<file path="src/sv/bdl_pkg.sv">
// ----------------------------------------------------------------------------
// bdl_pkg
// Shared types, constants and pattern tables for the button debouncer and
// LED blinker.
// ----------------------------------------------------------------------------
package bdl_pkg;

    localparam int unsigned DEBOUNCE_TICKS_DEF = 6;
    localparam int unsigned PAT_W              = 8;
    localparam int unsigned BLINK_CNT_W        = 9;

    // Pattern codes; anything from PAT_STEADY upwards holds the LED on.
    localparam logic [PAT_W-1:0] PAT_SLOW       = 8'd0;
    localparam logic [PAT_W-1:0] PAT_MEDIUM     = 8'd1;
    localparam logic [PAT_W-1:0] PAT_FAST       = 8'd2;
    localparam logic [PAT_W-1:0] PAT_SHORT      = 8'd3;
    localparam logic [PAT_W-1:0] PAT_DOUBLE     = 8'd4;
    localparam logic [PAT_W-1:0] PAT_TRIPLE     = 8'd5;
    localparam logic [PAT_W-1:0] PAT_STEADY     = 8'd6;

    typedef logic [BLINK_CNT_W-1:0] t_blink_cnt;

    typedef struct packed {
        logic led_on;
        logic period_done;
    } t_blink_res;

    typedef struct packed {
        logic led_on;
        logic button_one_press;
        logic button_two_press;
        logic wake;
    } t_result;

    // LED level at a given position in the period of a pattern.
    function automatic logic lit_at(input logic [PAT_W-1:0] pat, input t_blink_cnt c);
        logic seg_a;
        logic seg_b;
        logic seg_c;
        seg_a = (c < 9'd50);
        seg_b = (c >= 9'd100) && (c < 9'd150);
        seg_c = (c >= 9'd200) && (c < 9'd250);
        case (pat)
            PAT_SLOW:   lit_at = (c < 9'd200);
            PAT_MEDIUM: lit_at = (c < 9'd75);
            PAT_FAST:   lit_at = (c < 9'd25);
            PAT_SHORT:  lit_at = seg_a;
            PAT_DOUBLE: lit_at = seg_a | seg_b;
            default:    lit_at = seg_a | seg_b | seg_c;
        endcase
    endfunction

    // Period length of a pattern, one bit wider than the counter.
    function automatic logic [BLINK_CNT_W:0] period_of(input logic [PAT_W-1:0] pat);
        case (pat)
            PAT_SLOW:   period_of = 10'd250;
            PAT_MEDIUM: period_of = 10'd150;
            PAT_FAST:   period_of = 10'd50;
            PAT_SHORT:  period_of = 10'd250;
            PAT_DOUBLE: period_of = 10'd350;
            default:    period_of = 10'd450;
        endcase
    endfunction

endpackage

</file>
<file path="src/sv/bdl_debounce.sv">
// ----------------------------------------------------------------------------
// bdl_debounce
// Saturating up/down counter debouncer with a latched pressed state.
// ----------------------------------------------------------------------------
module bdl_debounce import bdl_pkg::*; #(
    parameter int unsigned DEBOUNCE_TICKS = DEBOUNCE_TICKS_DEF
) (
    input  logic i_clk,
    input  logic i_rst_n,
    input  logic i_step,
    input  logic i_level,
    output logic o_press
);

    localparam int unsigned CNT_W = $clog2(DEBOUNCE_TICKS);
    localparam logic [CNT_W-1:0] TOP = CNT_W'(DEBOUNCE_TICKS - 1);

    logic [CNT_W-1:0] r_cnt;
    logic [CNT_W-1:0] n_cnt;
    logic             r_state;
    logic             n_state;

    always_comb begin
        n_cnt   = r_cnt;
        n_state = r_state;
        o_press = 1'b0;
        if (i_level) begin
            if (r_cnt == TOP && !r_state) begin
                n_state = 1'b1;
                o_press = 1'b1;
            end
            // The count cannot be both at the top and zero, so the set above
            // never meets this clear.
            if (r_cnt == '0 && r_state) begin
                n_state = 1'b0;
            end
            if (r_cnt < TOP) begin
                n_cnt = r_cnt + 1'b1;
            end
        end else if (r_cnt != '0) begin
            n_cnt = r_cnt - 1'b1;
        end
    end

    always_ff @(posedge i_clk) begin
        if (!i_rst_n) begin
            r_cnt   <= '0;
            r_state <= 1'b0;
        end else if (i_step) begin
            r_cnt   <= n_cnt;
            r_state <= n_state;
        end
    end

endmodule

</file>
<file path="src/sv/bdl_blink.sv">
// ----------------------------------------------------------------------------
// bdl_blink
// Pattern register and blink position counter; gives the LED level and the
// end-of-period pulse for each item.
// ----------------------------------------------------------------------------
module bdl_blink import bdl_pkg::*; (
    input  logic             i_clk,
    input  logic             i_rst_n,
    input  logic             i_cfg_wr,
    input  logic [PAT_W-1:0] i_cfg_pattern,
    input  logic             i_step,
    output t_blink_res       o_res
);

    logic [PAT_W-1:0]   r_pattern;
    t_blink_cnt         r_cnt;
    t_blink_cnt         n_cnt;
    logic [BLINK_CNT_W:0] cnt_inc;

    assign cnt_inc = {1'b0, r_cnt} + 1'b1;

    always_comb begin
        n_cnt             = r_cnt;
        o_res.led_on      = 1'b1;
        o_res.period_done = 1'b0;
        if (r_pattern < PAT_STEADY) begin
            o_res.led_on = lit_at(r_pattern, r_cnt);
            if (cnt_inc >= period_of(r_pattern)) begin
                n_cnt             = '0;
                o_res.period_done = 1'b1;
            end else begin
                n_cnt = cnt_inc[BLINK_CNT_W-1:0];
            end
        end
    end

    always_ff @(posedge i_clk) begin
        if (!i_rst_n) begin
            r_pattern <= '0;
            r_cnt     <= '0;
        end else if (i_cfg_wr) begin
            r_pattern <= i_cfg_pattern;
            r_cnt     <= '0;
        end else if (i_step) begin
            r_cnt <= n_cnt;
        end
    end

endmodule

</file>
<file path="src/sv/bdl_outbuf.sv">
// ----------------------------------------------------------------------------
// bdl_outbuf
// Result register with a skid stage, so the input side can take one more item
// while the head result waits to be taken.
// ----------------------------------------------------------------------------
module bdl_outbuf import bdl_pkg::*; (
    input  logic    i_clk,
    input  logic    i_rst_n,
    input  logic    i_push,
    input  t_result i_res,
    output logic    o_space,
    output logic    o_valid,
    input  logic    i_ready,
    output t_result o_res
);

    t_result r_head;
    t_result r_skid;
    logic    r_head_vld;
    logic    r_skid_vld;
    logic    pop;

    assign pop     = r_head_vld && i_ready;
    assign o_space = !r_skid_vld;
    assign o_valid = r_head_vld;
    assign o_res   = r_head;

    always_ff @(posedge i_clk) begin
        if (!i_rst_n) begin
            r_head_vld <= 1'b0;
            r_skid_vld <= 1'b0;
        end else if (pop) begin
            if (r_skid_vld) begin
                r_head     <= r_skid;
                r_skid_vld <= 1'b0;
            end else if (i_push) begin
                r_head <= i_res;
            end else begin
                r_head_vld <= 1'b0;
            end
        end else if (i_push) begin
            if (!r_head_vld) begin
                r_head     <= i_res;
                r_head_vld <= 1'b1;
            end else begin
                r_skid     <= i_res;
                r_skid_vld <= 1'b1;
            end
        end
    end

endmodule

</file>
<file path="src/sv/button_debounce_led_blinker.sv">
// ----------------------------------------------------------------------------
// button_debounce_led_blinker
// Two-button debouncer with pattern-driven LED blinker, one item per tick unless stalled.
// ----------------------------------------------------------------------------
//  Channel  Direction  Handshake                  Payload
//  in       input      i_in_valid / o_in_ready    i_button_one_level, i_button_two_level
//  out      output     o_out_valid / i_out_ready  o_led_on, o_button_one_press,
//                                                 o_button_two_press, o_wake
//  cfg      input      i_cfg_valid / o_cfg_ready  i_cfg_blink_pattern
//
// An item is taken every cycle while the output buffer has space; its result is
// registered in the head entry of a two-entry output buffer, or in its skid
// entry while the head waits. The debounce and blink state update at the
// accepting edge, and the input only stalls once both entries are full. Reset
// is synchronous and leaves all counters, states and the pattern at zero. The
// configuration port is always ready and a write also restarts the blink period.
// ----------------------------------------------------------------------------
module button_debounce_led_blinker import bdl_pkg::*; #(
    parameter int unsigned DEBOUNCE_TICKS = DEBOUNCE_TICKS_DEF
) (
    input  logic             i_clk,
    input  logic             i_rst_n,
    input  logic             i_in_valid,
    output logic             o_in_ready,
    input  logic             i_button_one_level,
    input  logic             i_button_two_level,
    output logic             o_out_valid,
    input  logic             i_out_ready,
    output logic             o_led_on,
    output logic             o_button_one_press,
    output logic             o_button_two_press,
    output logic             o_wake,
    input  logic             i_cfg_valid,
    output logic             o_cfg_ready,
    input  logic [PAT_W-1:0] i_cfg_blink_pattern
);

    logic       step;
    logic       press_one;
    logic       press_two;
    logic       space;
    t_blink_res blink_res;
    t_result    res;
    t_result    out_res;

    assign o_cfg_ready = 1'b1;
    assign o_in_ready  = space;
    assign step        = i_in_valid && space;

    bdl_debounce #(.DEBOUNCE_TICKS(DEBOUNCE_TICKS)) u_deb_one (
        .i_clk   (i_clk),
        .i_rst_n (i_rst_n),
        .i_step  (step),
        .i_level (i_button_one_level),
        .o_press (press_one)
    );

    bdl_debounce #(.DEBOUNCE_TICKS(DEBOUNCE_TICKS)) u_deb_two (
        .i_clk   (i_clk),
        .i_rst_n (i_rst_n),
        .i_step  (step),
        .i_level (i_button_two_level),
        .o_press (press_two)
    );

    bdl_blink u_blink (
        .i_clk         (i_clk),
        .i_rst_n       (i_rst_n),
        .i_cfg_wr      (i_cfg_valid),
        .i_cfg_pattern (i_cfg_blink_pattern),
        .i_step        (step),
        .o_res         (blink_res)
    );

    always_comb begin
        res.led_on           = blink_res.led_on;
        res.button_one_press = press_one;
        res.button_two_press = press_two;
        res.wake             = press_two | blink_res.period_done;
    end

    bdl_outbuf u_outbuf (
        .i_clk   (i_clk),
        .i_rst_n (i_rst_n),
        .i_push  (step),
        .i_res   (res),
        .o_space (space),
        .o_valid (o_out_valid),
        .i_ready (i_out_ready),
        .o_res   (out_res)
    );

    assign o_led_on           = out_res.led_on;
    assign o_button_one_press = out_res.button_one_press;
    assign o_button_two_press = out_res.button_two_press;
    assign o_wake             = out_res.wake;

endmodule
</file>
<file path="config.mk">
export PLATFORM = sky130hd
export DESIGN_NAME = button_debounce_led_blinker
export DESIGN_NICKNAME = d
export VERILOG_FILES = /design/src/sv/bdl_pkg.sv /design/src/sv/bdl_debounce.sv /design/src/sv/bdl_blink.sv /design/src/sv/bdl_outbuf.sv /design/src/sv/button_debounce_led_blinker.sv
export SDC_FILE = /design/constraint.sdc
export NUM_CORES = 1
export LEC_CHECK = 0
export BUFFER_PORTS_ARGS = -buffer_cell sky130_fd_sc_hd__buf_2
export CAP_MARGIN = 10
export CORE_MARGIN = 5
export CORE_UTILIZATION = 35
export DETAILED_ROUTE_END_ITERATION = 16
export GPL_ROUTABILITY_DRIVEN = 0
export GPL_TIMING_DRIVEN = 0
export RECOVER_POWER = 50
export SYNTH_ARGS = -nofsm -noshare
export SYNTH_HDL_FRONTEND = slang
export SYNTH_SLANG_ARGS = --single-unit
</file>
<file path="constraint.sdc">
create_clock -name i_clk -period 4.3 [get_ports i_clk]
set_input_delay 0.645 -clock i_clk [delete_from_list [all_inputs] [get_ports i_clk]]
set_output_delay 0.645 -clock i_clk [all_outputs]
set_load 0.01 [all_outputs]
</file>
==> impl_metrics.json, run 1 <==
{
  "outcome": "finished, final reports clean",
  "cp-end-kind": "flop",
  "synth_nets": 276,
  "grt_pass1_vias": 1763,
  "nets_finish": 302,
  "finalSetupViolCount": 0,
  "cts.sinks": 35,
  "post_synth_edffs": 8,
  "max-slew-margin-rel_pct": 43.3,
  "number_of_distinct_library_cells_after_synthesis": 56,
  "grt_setup_unrepaired": "no",
  "maxCapViolations": 0,
  "netlist_top_cells_area": "sky130_fd_sc_hd__dfxtp_1 (25%), sky130_fd_sc_hd__edfxtp_1 (11%), sky130_fd_sc_hd__ha_1 (5.1%)",
  "dr_total_vias": 1892,
  "drive_gt1_share_pct": 13.0,
  "worstPathBufferInverterCount": 0,
  "report.final.slew_viol_count": 0,
  "drt_first_iter_violations": 128,
  "yosysWarningCount": 0,
  "flow.area_growth_from_synthesis_pct": 14.1,
  "die-height_um": 89.1,
  "critical_path.slowest_cell": "sky130_fd_sc_hd__a21oi_1",
  "cts_root_buffer": "sky130_fd_sc_hd__clkbuf_8",
  "highest_clock_frequency_the_design_can_meet_ghz": 0.295,
  "reg2reg_depth": 11,
  "total_leakage_power_nw": 1.05,
  "drt_drc_violations_left": 0,
  "ys_ff_latch": 35,
  "cts-buffers-inserted": 5,
  "postLayoutCoreUtil_pct": 41.7,
  "synth_top_area_share_pct": 24.7,
  "synthCells": 250,
  "grtUsageTotal_pct": 13.0,
  "mostFrequentLayoutCell": "sky130_fd_sc_hd__dfxtp_1",
  "design.die.area_mm2": 0.00794,
  "start_kind": "flop",
  "ys.flop_type": "sky130_fd_sc_hd__dfxtp_1",
  "ff2ff_setup_slack_ns": 0.91,
  "worstHoldPathType": "flop to flop",
  "number_of_antenna_violations_at_the_first_check_in_global_routing": 0,
  "holdPathStages": 2,
  "power_density_mw_per_mm2": 340,
  "synth_async_reset_ratio_pct": 0,
  "initial_core_util_pct": 36.5,
  "timing.hold.ws_ns": 0.502,
  "floorplan.die.width_um": 89.1,
  "postCtsSetupBuffers": 0,
  "post-route-min-period_ns": 3.39,
  "final_cell_mix": "sky130_fd_sc_hd__dfxtp_1 (27), sky130_fd_sc_hd__nor2_1 (26), sky130_fd_sc_hd__nand2_1 (22), sky130_fd_sc_hd__buf_2 (17), sky130_fd_sc_hd__clkbuf_1 (16)",
  "num_rows": 28,
  "hold_buffers": 0,
  "cts_tree": "built",
  "syn_area_mm2": 0.00219,
  "min_to": "u_deb_two.r_state",
  "clkSlewWorstSetupHoldPaths_ns": 0.07,
  "hold_violations": 0,
  "cts.path.max_buffers": 2,
  "grt_first_pass_wirelength_um": 8160,
  "path_depth": 11,
  "dr_pass1_iterations": 4,
  "layout_worst_path_cycle_share_pct": 78.9,
  "crit_path_cell_trace": "ha_1 > nand3_1 > or2_2 > nor2_1 > xor2_1 > ha_1 > and4_1 > nand2_1 > a21oi_1 > nor2_1 > a32o_1",
  "worstReg2RegStart": "u_blink.r_cnt[0]",
  "detail-route-antenna-nets": 0,
  "drt-total-wl_um": 4740,
  "syn_area_per_cell_um2": 8.76,
  "cts_h_tree_depth": 2,
  "port_buffers": 19,
  "critPathKind": "flop to flop",
  "worst_pin_slew_ns": 0.839,
  "cp.required_ns": 4.48,
  "min-delay-start": "u_deb_two.r_state",
  "dp.final_hpwl_um": 3560,
  "cp_top_family": "simple AND/OR/NAND/NOR gates",
  "vdd.ir_drop.worst_uv": 212,
  "core_region_area_mm2": 0.00599,
  "reg2reg_to": "u_blink.r_cnt[7]",
  "vias_per_cell": 5.38,
  "avgRoutedWirePerCell_um": 13.5,
  "ctsResizeCount": 0,
  "design.portCount": 22,
  "tns_ns": 0,
  "critPathMaxStageDelay_ns": 0.50,
  "diodes": 0,
  "grt-ovfl-total": 0,
  "yosysSeqAreaShare_pct": 35.7,
  "synth_top_area_cell": "sky130_fd_sc_hd__dfxtp_1",
  "cp.arrival_ns": 3.57,
  "fin_skew_ns": 0.00519,
  "clk_latency_ns": 0.28,
  "grt_max_degree": 12,
  "crit_path_max_fanout": 8
}
-- how the worst max path moves through the flow --
| stage | startpoint | end | slack [ns] |
|---|---|---|---|
| final | u_blink.r_cnt[0] | u_blink.r_cnt[7] | 0.91 |
| after global routing | u_blink.r_cnt[0] | u_blink.r_cnt[3] | 0.64 |
| after CTS | u_blink.r_cnt[0] | u_blink.r_cnt[7] | 0.93 |
| after detailed placement | u_blink.r_cnt[0] | u_blink.r_cnt[3] | 0.95 |
| after global placement | u_blink.r_cnt[0] | u_blink.r_cnt[3] | 0.97 |
| after floorplan | u_blink.r_cnt[0] | u_blink.r_cnt[3] | 1.55 |
-- power breakdown --
part	switching [mW]	internal (mW)
Combinational	0.0660	0.0539
Sequential	0.0234	0.355
Clock	0.119	0.232
Total	0.209	0.640
-- logic make-up (layout without fill, tap and decap cells) --
logic type,after synthesis,in the layout,share of synthesized area (%)
DFF,35,35,35.7
buffers and inverters,23,50,4.57
adders and majority gates,11,11,6.97
other,1,1,0.171
AOI/OAI and AO/OA,58,58,19.4
xor gates and xnor gates,13,13,5.20
muxes,13,13,6.11
and+or+nand+nor,96,96,21.9
-- state kept, by name, summed over array words and instances (netlist names) --
signal / count
u_deb_two.r_cnt: 3
u_outbuf.r_skid_vld: 1
u_outbuf.r_skid: 4
u_deb_one.r_cnt: 3
u_deb_two.r_state: 1
u_deb_one.r_state: 1
u_blink.r_pattern: 8
u_outbuf.o_valid: 1
u_outbuf.o_res: 4
u_blink.r_cnt: 9
-- cell type report --
| type | count | area (um^2) |
|---|---|---|
| clock inverter | 2 | 60.1 |
| sequential | 35 | 781 |
| fill | 596 | 3490 |
| timing repair buffer | 19 | 83.8 |
| clock buffer | 6 | 72.6 |
| inverter | 8 | 30.0 |
| multi-input combinational | 192 | 1310 |
| buffer | 15 | 68.8 |
| tap | 75 | 93.8 |
-- per-layer routing --
metal | up-vias | GRT usage [%] | wire [um] | part of all wire (%)
met1 | 888 | 18.3 | 2320 | 49
li1 | 961 | - | - | -
met3 | 4 | 3.32 | 249 | 5.3
met5 | - | 0 | 0 | 0
met2 | 39 | 19.5 | 2140 | 45
met4 | 0 | 3.79 | 34 | 0.72
-- cells in the mapped netlist, types with 5 or more instances --
master / number
sky130_fd_sc_hd__mux2i_1: 10
sky130_fd_sc_hd__a21oi_1: 13
sky130_fd_sc_hd__nand2_1: 22
sky130_fd_sc_hd__or3_1: 5
sky130_fd_sc_hd__edfxtp_1: 8
sky130_fd_sc_hd__clkbuf_1: 5
sky130_fd_sc_hd__buf_2: 8
sky130_fd_sc_hd__nor2_1: 26
sky130_fd_sc_hd__dfxtp_1: 27
sky130_fd_sc_hd__o21ai_0: 10
sky130_fd_sc_hd__inv_1: 7
sky130_fd_sc_hd__nor3_1: 7
sky130_fd_sc_hd__xnor2_1: 6
sky130_fd_sc_hd__xor2_1: 7
sky130_fd_sc_hd__nand3_1: 11
sky130_fd_sc_hd__ha_1: 9
-- per-stage QoR --
| step | setup slack, ns | instance area, um^2 | power [mW] | std cells |
|---|---|---|---|---|
| 5_1_grt | 0.643 | 2500 | 0.897 | 352 |
| 3_3_place_gp | 0.967 | 2380 | 0.504 | 344 |
| 2_1_floorplan | 1.55 | 2190 | 0.472 | 250 |
| 6_report | 0.909 | 2500 | 0.849 | 352 |
| 3_5_place_dp | 0.952 | 2380 | 0.506 | 344 |
| 4_1_cts | 0.926 | 2510 | 0.858 | 352 |
-- worst reg2reg max path: cells and delay by family, from the launching register on --
family	cells	cell delay, ns
fa+ha+maj	2	0.47
xor+xnor	1	0.23
flops	1	0.48
simple gates	6	1.28
compound gates	2	0.81
No activity file was read; power rests on OpenSTA's default activity.
==> run 2, diff against run 1 <==
--- a/config.mk
+++ b/config.mk
@@ -5,6 +5,7 @@
 export SDC_FILE = /design/constraint.sdc
 export NUM_CORES = 1
 export LEC_CHECK = 0
+export ABC_AREA = 1
 export BUFFER_PORTS_ARGS = -buffer_cell sky130_fd_sc_hd__buf_2
 export CAP_MARGIN = 10
 export CORE_MARGIN = 5
==> constraint.sdc (replaced) <==
create_clock -name i_clk -period 3.4 [get_ports i_clk]
set_input_delay 0.51 -clock i_clk [delete_from_list [all_inputs] [get_ports i_clk]]
set_output_delay 0.51 -clock i_clk [all_outputs]
set_load 0.01 [all_outputs]
==> run 2 against run 1 <==
Against the previous run:
- power is 11% higher
- global-route usage is 0.27 points lower
- utilization is 1.1 points lower
- sequential power is 25% higher
- critical path depth is 8 higher
- sequential share of layout area is 1.2 points higher
==> impl_metrics.json, run 2 <==
{
  "power_density_mw_per_mm2": 392,
  "cp.arrival_ns": 2.63,
  "min-delay-start": "u_blink.r_pattern[5]",
  "ys.flop_type": "sky130_fd_sc_hd__dfxtp_1",
  "place_inst": 399,
  "dr_total_vias": 1881,
  "crit_path_max_fanout": 8,
  "number_of_distinct_library_cells_after_synthesis": 30,
  "setup_ws_ns": 0.824,
  "worstHoldPathType": "flop to flop",
  "synth_nets": 331,
  "layout_top_registers": "u_blink.r_cnt x9, u_blink.r_pattern x8",
  "number_of_antenna_violations_at_the_first_check_in_global_routing": 0,
  "vdd.ir_drop.worst_uv": 283,
  "syn_area_mm2": 0.00213,
  "grt_setup_unrepaired": "no",
  "setup.worst_path.start": "u_blink.r_pattern[4]",
  "maxCapViolations": 0,
  "preCtsSetupSlack_ns": 0.827,
  "cp-end-kind": "flop",
  "flip_flop_count_of_the_largest_register_after_layout": 9,
  "drt-total-wl_um": 4530,
  "vias_per_cell": 4.62,
  "drive_gt1_share_pct": 10.8,
  "dp.final_hpwl_um": 3520,
  "outcome": "finished, final reports clean",
  "final_cell_mix": "sky130_fd_sc_hd__nand2_1 (68), sky130_fd_sc_hd__inv_1 (49), sky130_fd_sc_hd__nor2_1 (32), sky130_fd_sc_hd__a21oi_1 (30), sky130_fd_sc_hd__dfxtp_1 (27)",
  "tns_ns": 0,
  "highest_clock_frequency_the_design_can_meet_ghz": 0.388,
  "drt_drc_violations_left": 0,
  "detail-route-antenna-nets": 0,
  "drt_first_iter_violations": 111,
  "synth.cells.most_frequent": "sky130_fd_sc_hd__nand2_1 (68), sky130_fd_sc_hd__inv_1 (49), sky130_fd_sc_hd__nor2_1 (32)",
  "fin_cells": 407,
  "grt_pass1_vias": 1721,
  "grt_first_pass_wirelength_um": 7720,
  "critPathKind": "flop to flop",
  "ctsResizeCount": 0,
  "netlist_top_cells_area": "sky130_fd_sc_hd__dfxtp_1 (25%), sky130_fd_sc_hd__nand2_1 (12%), sky130_fd_sc_hd__edfxtp_1 (11%)",
  "hold_buffers": 0,
  "port_buffers": 19,
  "floorplan.die.width_um": 88.1,
  "cts.sinks": 35,
  "cts-buffers-inserted": 5,
  "layout_worst_path_cycle_share_pct": 75.8,
  "fin_skew_ns": 0.0138,
  "design.portCount": 22,
  "synth_async_reset_ratio_pct": 0,
  "report.final.slew_viol_count": 0,
  "synthCells": 305,
  "start_kind": "flop",
  "timing.hold.ws_ns": 0.458,
  "grt-ovfl-total": 0,
  "synth_top_area_share_pct": 25.3,
  "hold_violations": 0,
  "grt_max_degree": 13,
  "initial_core_util_pct": 36.1,
  "finalSetupViolCount": 0,
  "dr_pass1_iterations": 4,
  "post-route-min-period_ns": 2.58,
  "flow.area_growth_from_synthesis_pct": 12.6,
  "synth.most_common_cell": "sky130_fd_sc_hd__nand2_1",
  "total_power_mw": 0.943,
  "total_leakage_power_nw": 1.11,
  "regMostFlops": "u_blink.r_cnt",
  "cts_h_tree_depth": 2,
  "yosysWarningCount": 0,
  "core_region_area_mm2": 0.00592,
  "num_rows": 28,
  "avgRoutedWirePerCell_um": 11.1,
  "cts_tree": "built",
  "yosysSeqAreaShare_pct": 36.6,
  "design.die.area_mm2": 0.00776,
  "die-height_um": 88.1,
  "mostFrequentLayoutCell": "sky130_fd_sc_hd__nand2_1",
  "syn_area_per_cell_um2": 7.00,
  "clk_latency_ns": 0.30,
  "synth_top_area_cell": "sky130_fd_sc_hd__dfxtp_1",
  "post_synth_edffs": 8,
  "cp.required_ns": 3.45,
  "ys_ff_latch": 35,
  "postCtsSetupBuffers": 0,
  "nets_finish": 357,
  "grtUsageTotal_pct": 12.7,
  "worstReg2RegStart": "u_blink.r_pattern[4]",
  "cts_root_buffer": "sky130_fd_sc_hd__clkbuf_8",
  "cts.path.max_buffers": 2,
  "clkSlewWorstSetupHoldPaths_ns": 0.07,
  "diodes": 0
}
run 2: cell count changes in the layout (fill, tap and decap cells not counted), sizes merged, moves of 7 or more:
cell / before / now
inv: 7 / 51
o21ai: 12 / 20
nand2: 22 / 72
mux2i: 10 / 0
nand4: 1 / 8
a21oi: 13 / 30
nor2: 26 / 34
run 2: power breakdown:
group,internal (mW),leakage [nW],switching (mW)
registers,0.452,0.295,0.0212
logic,0.0620,0.775,0.103
clock network,0.143,0.0402,0.162
run 2: path summary, 6_finish.rpt:
path,to,slack (ns),cells after the start
max reg2reg,u_outbuf.o_res[0],0.82,19
min,u_blink.r_pattern[5],0.46,2
max,u_outbuf.o_res[0],0.82,19
min reg2reg,u_blink.r_pattern[5],0.46,2
run 2: per-stage QoR:
step / utilization (%) / instance area, um^2
final: 40.6 / 2400
after global routing: 40.6 / 2400
after CTS: 40.7 / 2410
after detailed placement: 39.2 / 2320
after global placement: 39.2 / 2320
after floorplan: - / 2130
run 2: cell type report:
cell class                 instances  area, um^2
fill                             620        3520
multi-input combinational        215        1140
sequential                        35         781
inverter                          51         191
tap                               75        93.8
timing repair buffer              19        86.3
clock buffer                       5        68.8
clock inverter                     3        20.0
buffer                             4        18.8
run 2: cells by family after synthesis:
group / Yosys count / share of synthesized area (%)
AO/OA/AOI/OAI: 57 / 14.4
XOR/XNOR: 6 / 2.46
adder cells (fa/ha/maj): 11 / 7.15
buffers and inverters: 55 / 9.85
flip-flops: 35 / 36.6
other: 1 / 0.176
AND/OR/NAND/NOR: 140 / 29.4
run 2: critical path, stage by stage, from the launching register on:
cell and delay (ns):
sky130_fd_sc_hd__dfxtp_1 0.30, sky130_fd_sc_hd__inv_1 0.07, sky130_fd_sc_hd__nand2_1 0.08, sky130_fd_sc_hd__nor2_2 0.13, sky130_fd_sc_hd__nand2_1 0.11, sky130_fd_sc_hd__nor3_1 0.25, sky130_fd_sc_hd__a21oi_1 0.09, sky130_fd_sc_hd__ha_1 0.33
sky130_fd_sc_hd__a21oi_1 0.13, sky130_fd_sc_hd__nand2_1 0.08, sky130_fd_sc_hd__nand2_1 0.06, sky130_fd_sc_hd__nand2_1 0.05, sky130_fd_sc_hd__nand2_1 0.05, sky130_fd_sc_hd__nand2_1 0.05, sky130_fd_sc_hd__nand2_1 0.25, sky130_fd_sc_hd__nand2_2 0.10
sky130_fd_sc_hd__nand2_2 0.09, sky130_fd_sc_hd__nand3_2 0.06, sky130_fd_sc_hd__nand2_1 0.06, sky130_fd_sc_hd__inv_1 0.03
run 2: layer usage:
layer	wire [um]	GRT usage [%]
met4	74	4.53
met5	0	0
met2	2010	20.0
met1	2290	16.7
met3	152	3.39
